<file path="src/rtl/ptom_ram.sv">
module ptom_ram #(
    parameter int WIDTH = 8,
    parameter int DEPTH = 2
) (
    input  logic                             clk,
    input  logic                             we,
    input  logic [$clog2(DEPTH)-1:0]         waddr,
    input  logic [WIDTH-1:0]                 wdata,
    input  logic [$clog2(DEPTH)-1:0]         raddr,
    output logic [WIDTH-1:0]                 rdata
);

    logic [WIDTH-1:0] mem [DEPTH];

    always_ff @(posedge clk)
    begin
        if (we)
        begin
            mem[waddr] <= wdata;
        end
        rdata <= mem[raddr];
    end

endmodule

</file>
<file path="config.mk">
export PLATFORM = sky130hd
export DESIGN_NAME = ptom_ram
export DESIGN_NICKNAME = d
export VERILOG_FILES = /design/src/rtl/ptom_ram.sv
export SDC_FILE = /design/constraint.sdc
export NUM_CORES = 1
export LEC_CHECK = 0
export BUFFER_PORTS_ARGS = -buffer_cell sky130_fd_sc_hd__buf_2
export CAP_MARGIN = 10
export CORE_MARGIN = 3
export CORE_UTILIZATION = 35
export CTS_BUF_LIST = sky130_fd_sc_hd__clkbuf_4 sky130_fd_sc_hd__clkbuf_8
export DETAILED_ROUTE_END_ITERATION = 8
export HOLD_SLACK_MARGIN = 0.02
export PLACE_DENSITY = 0.59
export SYNTH_ARGS = -nofsm -noshare
export SYNTH_HDL_FRONTEND = slang
export SYNTH_SLANG_ARGS = --single-unit
</file>
<file path="constraint.sdc">
create_clock -name clk -period 1.1 [get_ports clk]
set_input_delay 0.11 -clock clk [delete_from_list [all_inputs] [get_ports clk]]
set_output_delay 0.11 -clock clk [all_outputs]
set_load 0.02 [all_outputs]
</file>
# Word-level counts from Yosys, hierarchy flattened
# Memories as Yosys holds them, arrays and structs flattened. A register that Yosys moved wholly into a read port is not among the register bits.
# Cells that the tools add are included.
classes:
  muxes: 2
op_table:
  columns: ["operator", "n"]
  rows:
  - ["1-bit 2-to-1 mux", 2]
word_totals:
  reg_bits: 0
  mem_bits_rw: 16
  inputBits: 12
  output_inout_bits: 8
  word_cells: 3
  mem_count: 1
memory_table:
  columns: ["name", "depth", "word_bits", "read_ports", "rd_clocked_by_memory_dff", "wr", "line_no", "rtl"]
  rows:
  - ["mem", 2, 8, 1, 1, 1, "13", "logic [WIDTH-1:0] mem [DEPTH];"]

# Longest topological paths before layout
# Gate-level depths: netlist of run 1.
depth:
  word_depth: 2
  mapped_depth: 2
  mapped_depth_nobuf: 1

# Worst setup path after synthesis of run 1
# OpenSTA, ideal clock, no wires.
synth_path:
  kind: "input port to flip-flop"
  startpoint: "input we"
  endpoint: "memory mem[0][0], enable pin"
  setup_time_ns: 0.373
  arrival_ns: 0.530
  required_ns: 0.727
  path_slack_ns: 0.197
  path_stages: 1
  path_buffers: 0
  path_cell_list: "nor2b_1"
synth_via:
  elab_chain_len: 2
synth_lines:
  columns: ["item", "line_no", "rtl"]
  rows:
  - ["start: declaration", "6", "input logic we,"]
  - ["1-bit 2-to-1 mux", "17", "if (we)"]
  - ["1-bit 2-to-1 mux (not written as such)", "19", "mem[waddr] <= wdata;"]
  - ["end: declaration", "13", null]
# No other way between the ends.

# Final worst setup path of run 1
layout_path:
  startpoint: "register rdata[0] (read register of mem)"
  endpoint: "output rdata[0]"
layout_lines:
  columns: ["item", "line_no", "rtl"]
  rows:
  - ["start: declaration", "10", "output logic [WIDTH-1:0] rdata"]
# No word-level cell between the ends.

==> results of run 1 <==
worst max-delay path by stage:
stage | end | slack (ns) | cells past startpoint
after detailed placement | mem[1][1] | 0.23 | 2
final | rdata[0] | 0.22 | 1
after global routing | rdata[3] | 0.15 | 1
after global placement | mem[1][1] | 0.25 | 2
after floorplan | mem[0][0] | 0.20 | 1
after CTS | rdata[0] | 0.20 | 1
cell usage after synthesis:
cell type / count / share of area
and2_1: 1 / 0.0080
buf_6: 1 / 0.014
dfxtp_1: 8 / 0.20
edfxtp_1: 16 / 0.61
mux2_4: 8 / 0.15
nor2b_1: 1 / 0.0080
cell type report:
cell class,instances,share of cell area
Clock buffer,3,0.0222
Tap cell,27,0.0333
Multi-Input combinational cell,10,0.131
Clock inverter,1,0.00369
Sequential cell,24,0.631
Timing Repair Buffer,28,0.180
what timing repair did:
item | CTS | global route
hold buffers | 8 | 0
hold endpoints to repair | 16 | 0
setup buffers | 0 | 0
endpoints found under the setup margin | 0 | 0
power by group through the flow:
stage	Clock (mW)	Sequential (mW)	Combinational (mW)
floorplan	0	1.10	0.0621
global placement	0	1.07	0.152
detailed placement	0	1.07	0.153
CTS	0.386	1.05	0.174
global route	0.431	1.05	0.184
finish	0.364	1.05	0.172
cells by family after synthesis:
logic type    Yosys count
buf+inv                 1
flops                  24
mux                     8
simple gates            2
metal layers:
layer / GRT usage / vias to the layer above / wire [um]
li1: - / 190 / -
met1: 0.0714 / 181 / 315
met2: 0.137 / 17 / 540
met3: 0.0338 / 4 / 73
met4: 0.0638 / 0 / 23
met5: 0 / - / 0
cells in the final DEF (no fill, tap or decap), drive strengths merged:
cell type,instances
clkinv,1
clkbuf,3
mux2,8
nor2b,1
dfxtp,8
buf,20
and2,1
edfxtp,16
dlygate4sd3,8
metrics by stage:
stage	total power, mW	setup WS (ns)	instances	area, um^2
3_5_place_dp	1.22	0.225	81	910
5_1_grt	1.67	0.152	93	1020
3_3_place_gp	1.22	0.246	81	910
6_report	1.58	0.217	93	1020
4_1_cts	1.61	0.196	93	1020
2_1_floorplan	1.16	0.197	35	785
state kept, by name, summed over array words and instances (netlist names):
| signal | flops |
|---|---|
| mem | 16 |
| rdata | 8 |
==> metrics.cfg, run 1 <==
[global_routing]
antenna_found_initial=0
grt_pass1_vias=386
grt_max_degree=14
grt_pass1_wl_um=1490
overflow=0
gr-usage-all-layers=0.0797

[power]
p_sw_uw=324
p_sw_frac=0.205
p_clk_frac=0.230
p_leak_nw=0.417
combPwrFrac=0.109
peakVddDrop_mv=0.771
power_density_nw_per_um2=1560
seqPwrFrac=0.661
p_int_mw=1.26

[yosys]
syn_area_um2=785
synthAdderAreaFrac=0
synth_nets=47
yosysSeqAreaShare=0.817
yosys_warnings=0
synthMuxAreaShare=0.153
synthSimpleGateAreaFrac=0.0159
netlist-cell-type-count=6
synthXorXnorAreaFrac=0
synth_top_family_by_area=multiplexers
netlist_instances=35
synth_compound_area_frac=0
synth_area_per_cell_um2=22.4
synth_seq_cells=24

[die]
pin_count=20
core_area_um2=2040
fp.dieArea_um2=2850
start_util=0.384
die_x_um=53.3
rows=16
die-height_um=53.3

[worst_setup_path]
worst-setup-path-type=reg2out
path_cells=buf_2
crit_fanout=1
worst-path-buf-inv=1
crit_path_start_kind=flip-flop
r2r_cells=1
slowest_delay_ns=0.32
crit_family=flip-flops
startpoint=rdata[0]
timing.rr.end=rdata[5]
crit_required_ns=0.99
crit_slowest_cell=dfxtp_1
r2r_slack_ns=0.35
crit_arrival_ns=0.77
endpoint_kind=output port
reg2reg_from=mem[1][5]

[clocking]
ctsResizeCount=0
cts_tree=done
cts_root_buf=clkbuf_4
htreeDepth=1
cts_sinks=24
cts_buffer_depth=2
clk_latency_ns=0.30
clk_pin_slew_ns=0.12
cts_buffers=3

[sta]
hold_ws_ns=0.233
skew_ns=0.00274
hold_viol=0
worst_slew_pin_slew_ns=0.341
fin_tns_setup_ns=0
slew_headroom=0.773
layout_min_cycle_time_ns=0.883
slew_viol_final=0
rsz0062_at_grt=no
max_freq_mhz=1130
setup_viol=0
period_share=0.803

[final_layout]
drive_above_1_share=0.470
seqCellArea_um2=641
fill_cells=183
multi_input_area_um2=133
syn_to_final_growth_pct=29.5
post-route-util=0.498
fin_nets=79
n_antenna_cell=0

[drt]
routedWlPerCell_um=10.2
viasPerCell=4.22
detail_route.iter0.violations=12
ant_nets=0
finalWirelength_um=952
vias=392
drc=0
dr.pass1.iters=3

[place]
io_buffer_count=19
gp_congestion=0.622

[hold_path]
whs_endpoint=rdata[4]
whs_path_depth=2
hold_path_class=in2reg
hp-start=raddr

[outcome]
status=completed

[flow_run]
max_cap_viol_count=0

No activity file was read; power rests on OpenSTA's default activity.
==> run 2, diff against run 1 <==
ABC_AREA = 1   (was unset)
clock period = 0.9 ns   (was 1.1 ns; I/O delays follow)
==> metrics.cfg, run 2 <==
[final_layout]
n_antenna_cell=0
drive_above_1_share=0.282
layout_common_cells=nand2_1, edfxtp_1, buf_2
largest_register=mem
syn_to_final_growth_pct=33.1
design_area_um2=1010
layout_commonest_cell=nand2_1
largest_reg_flops=16
finalNonFillerCells=112
reg.largest.list=mem (16), rdata (8)
fin_nets=98

[die]
die-height_um=52.6
fp.dieArea_um2=2770
pin_count=20
die_x_um=52.6
rows=16
core_area_um2=2000
start_util=0.380

[place]
placed_area_um2=886
dpl.cell_count=100
io_buffer_count=19
gp_congestion=0.663

[power]
p_sw_uw=409
combPwrFrac=0.106
power_density_nw_per_um2=1900
seqPwrFrac=0.664
p_leak_nw=0.446
p_int_mw=1.52
p_clk_frac=0.231
p_sw_frac=0.212
peakVddDrop_mv=1.11

[global_routing]
grt-busiest-layer=met2
grt_max_degree=14
grt_pass1_vias=426
grtUsageMet1=0.102
grtUsageMet3=0.0285
overflow=0
antenna_found_initial=0
grt_pass1_wl_um=1790
use_met2=0.153
gr-usage-all-layers=0.0934

[sta]
max_freq_mhz=1160
worst_slew_pin_slew_ns=0.293
period_share=0.957
layout_min_cycle_time_ns=0.861
hold_viol=0
skew_ns=0.0138
setup_viol=0
slew_viol_final=0
hold_ws_ns=0.0841
rsz0062_at_grt=yes
slew_headroom=0.804

[worst_setup_path]
crit_arrival_ns=0.77
slowest_delay_ns=0.32
r2r_slack_ns=0.30
crit_path_start_kind=flip-flop
timing.rr.end=rdata[4]
crit_fanout=1
crit_required_ns=0.81
path_cells=buf_4
worst-setup-path-type=reg2out
crit_slowest_cell=dfxtp_1
reg2reg_from=mem[0][4]
r2r_cells=2
worst-path-buf-inv=1
crit_family=flip-flops
endpoint_kind=output port

[yosys]
synth_edf_count=16
yosysSeqAreaShare=0.842
synth_seq_cells=24
synth_nets=66
netlist_instances=54
synthArstFlopShare=0
yosys_warnings=0
synthMostInstantiatedCell=nand2_1
yosys.area.top_type=edfxtp_1
netlist_top_cells_count=nand2_1, edfxtp_1, dfxtp_1
synth_ff_type=edfxtp_1
netlist-cell-type-count=7
synth_area_leaders=edfxtp_1, dfxtp_1, nand2_1
syn_area_um2=761
synth_area_per_cell_um2=14.1
netlist.area_leader.share=0.632

[hold_path]
whs_path_depth=3
hold_path_class=in2reg
hp-start=raddr
whs_endpoint=rdata[2]

[drt]
viasPerCell=4.00
routedWlPerCell_um=9.79
vias=448
ant_nets=0
detail_route.iter0.violations=10
dr.pass1.iters=4
finalWirelength_um=1100
drc=0

[flow_run]
max_cap_viol_count=0

[outcome]
status=completed

[clocking]
cts_tree=done
htreeDepth=1
cts_buffer_depth=2
clk_latency_ns=0.30
cts_buffers=3
clk_pin_slew_ns=0.13
cts_sinks=24
cts_root_buf=clkbuf_4

==> run 2: cell types whose count changed after synthesis <==
cell and change:
and2_1 -1, inv_1 +2, nor2b_1 -1, nor2_1 +1, nand2_1 +25, mux2_4 -8
inv_2 +1
==> run 2: cells by family after synthesis <==
kind of cell / count (synthesis) / synth area share
buffers and inverters: 4 / 0.0296
DFF: 24 / 0.842
and+or+nand+nor: 26 / 0.128
==> run 2: final cells by class <==
type	count	area [um^2]
clock buffer	3	22.5
clock inverter	1	3.75
fill	183	990
inverter	3	11.3
multi-input combinational	26	97.6
sequential	24	641
tap	27	33.8
timing repair buffer	28	203
==> run 2: through the flow <==
stage / worst slack (ns) / power, mW / util / setup TNS, ns
2_1_floorplan: 0.0501 / 1.40 / - / 0
3_3_place_gp: 0.120 / 1.46 / 0.443 / 0
3_5_place_dp: 0.0949 / 1.47 / 0.443 / 0
4_1_cts: 0.0145 / 1.93 / 0.496 / 0
5_1_grt: -0.00137 / 2.03 / 0.506 / -0.00137
6_report: 0.0387 / 1.93 / 0.506 / 0
==> run 2: worst max-delay path by stage <==
stage	from	to	slack, ns	cells past startpoint
floorplan	we	mem[0][0]	0.05	2
global placement	waddr	mem[1][6]	0.12	3
detailed placement	waddr	mem[1][6]	0.09	3
CTS	rdata[1]	rdata[1]	0.01	1
global route	rdata[7]	rdata[7]	-0.001	1
finish	rdata[7]	rdata[7]	0.04	1
==> run 2: per-layer routing <==
metal  up-vias  share of wire
met5         -              0
met4         0          0.016
met3         2          0.079
met2        20           0.50
met1       189           0.41
li1        237              -
==> run 2: timing repair <==
item / CTS / global route
setup endpoints to repair: 0 / 8
hold buffers: 8 / 0
buffers inserted: 0 / 0
resized for setup: 0 / 8
endpoints found under the hold margin: 16 / 0
==> run 2: power by group through the flow <==
stage	combinational, mW	clock [mW]	sequential, mW
after CTS	0.190	0.464	1.28
final	0.204	0.444	1.28
after detailed placement	0.163	0	1.30
after global placement	0.162	0	1.30
after global routing	0.227	0.516	1.29
after floorplan	0.0510	0	1.34
==> run 2: worst min-delay path, delay by kind of cell <==
family,cells,cell delay (ns)
simple gates,2,0.11
buf+inv,1,0.16
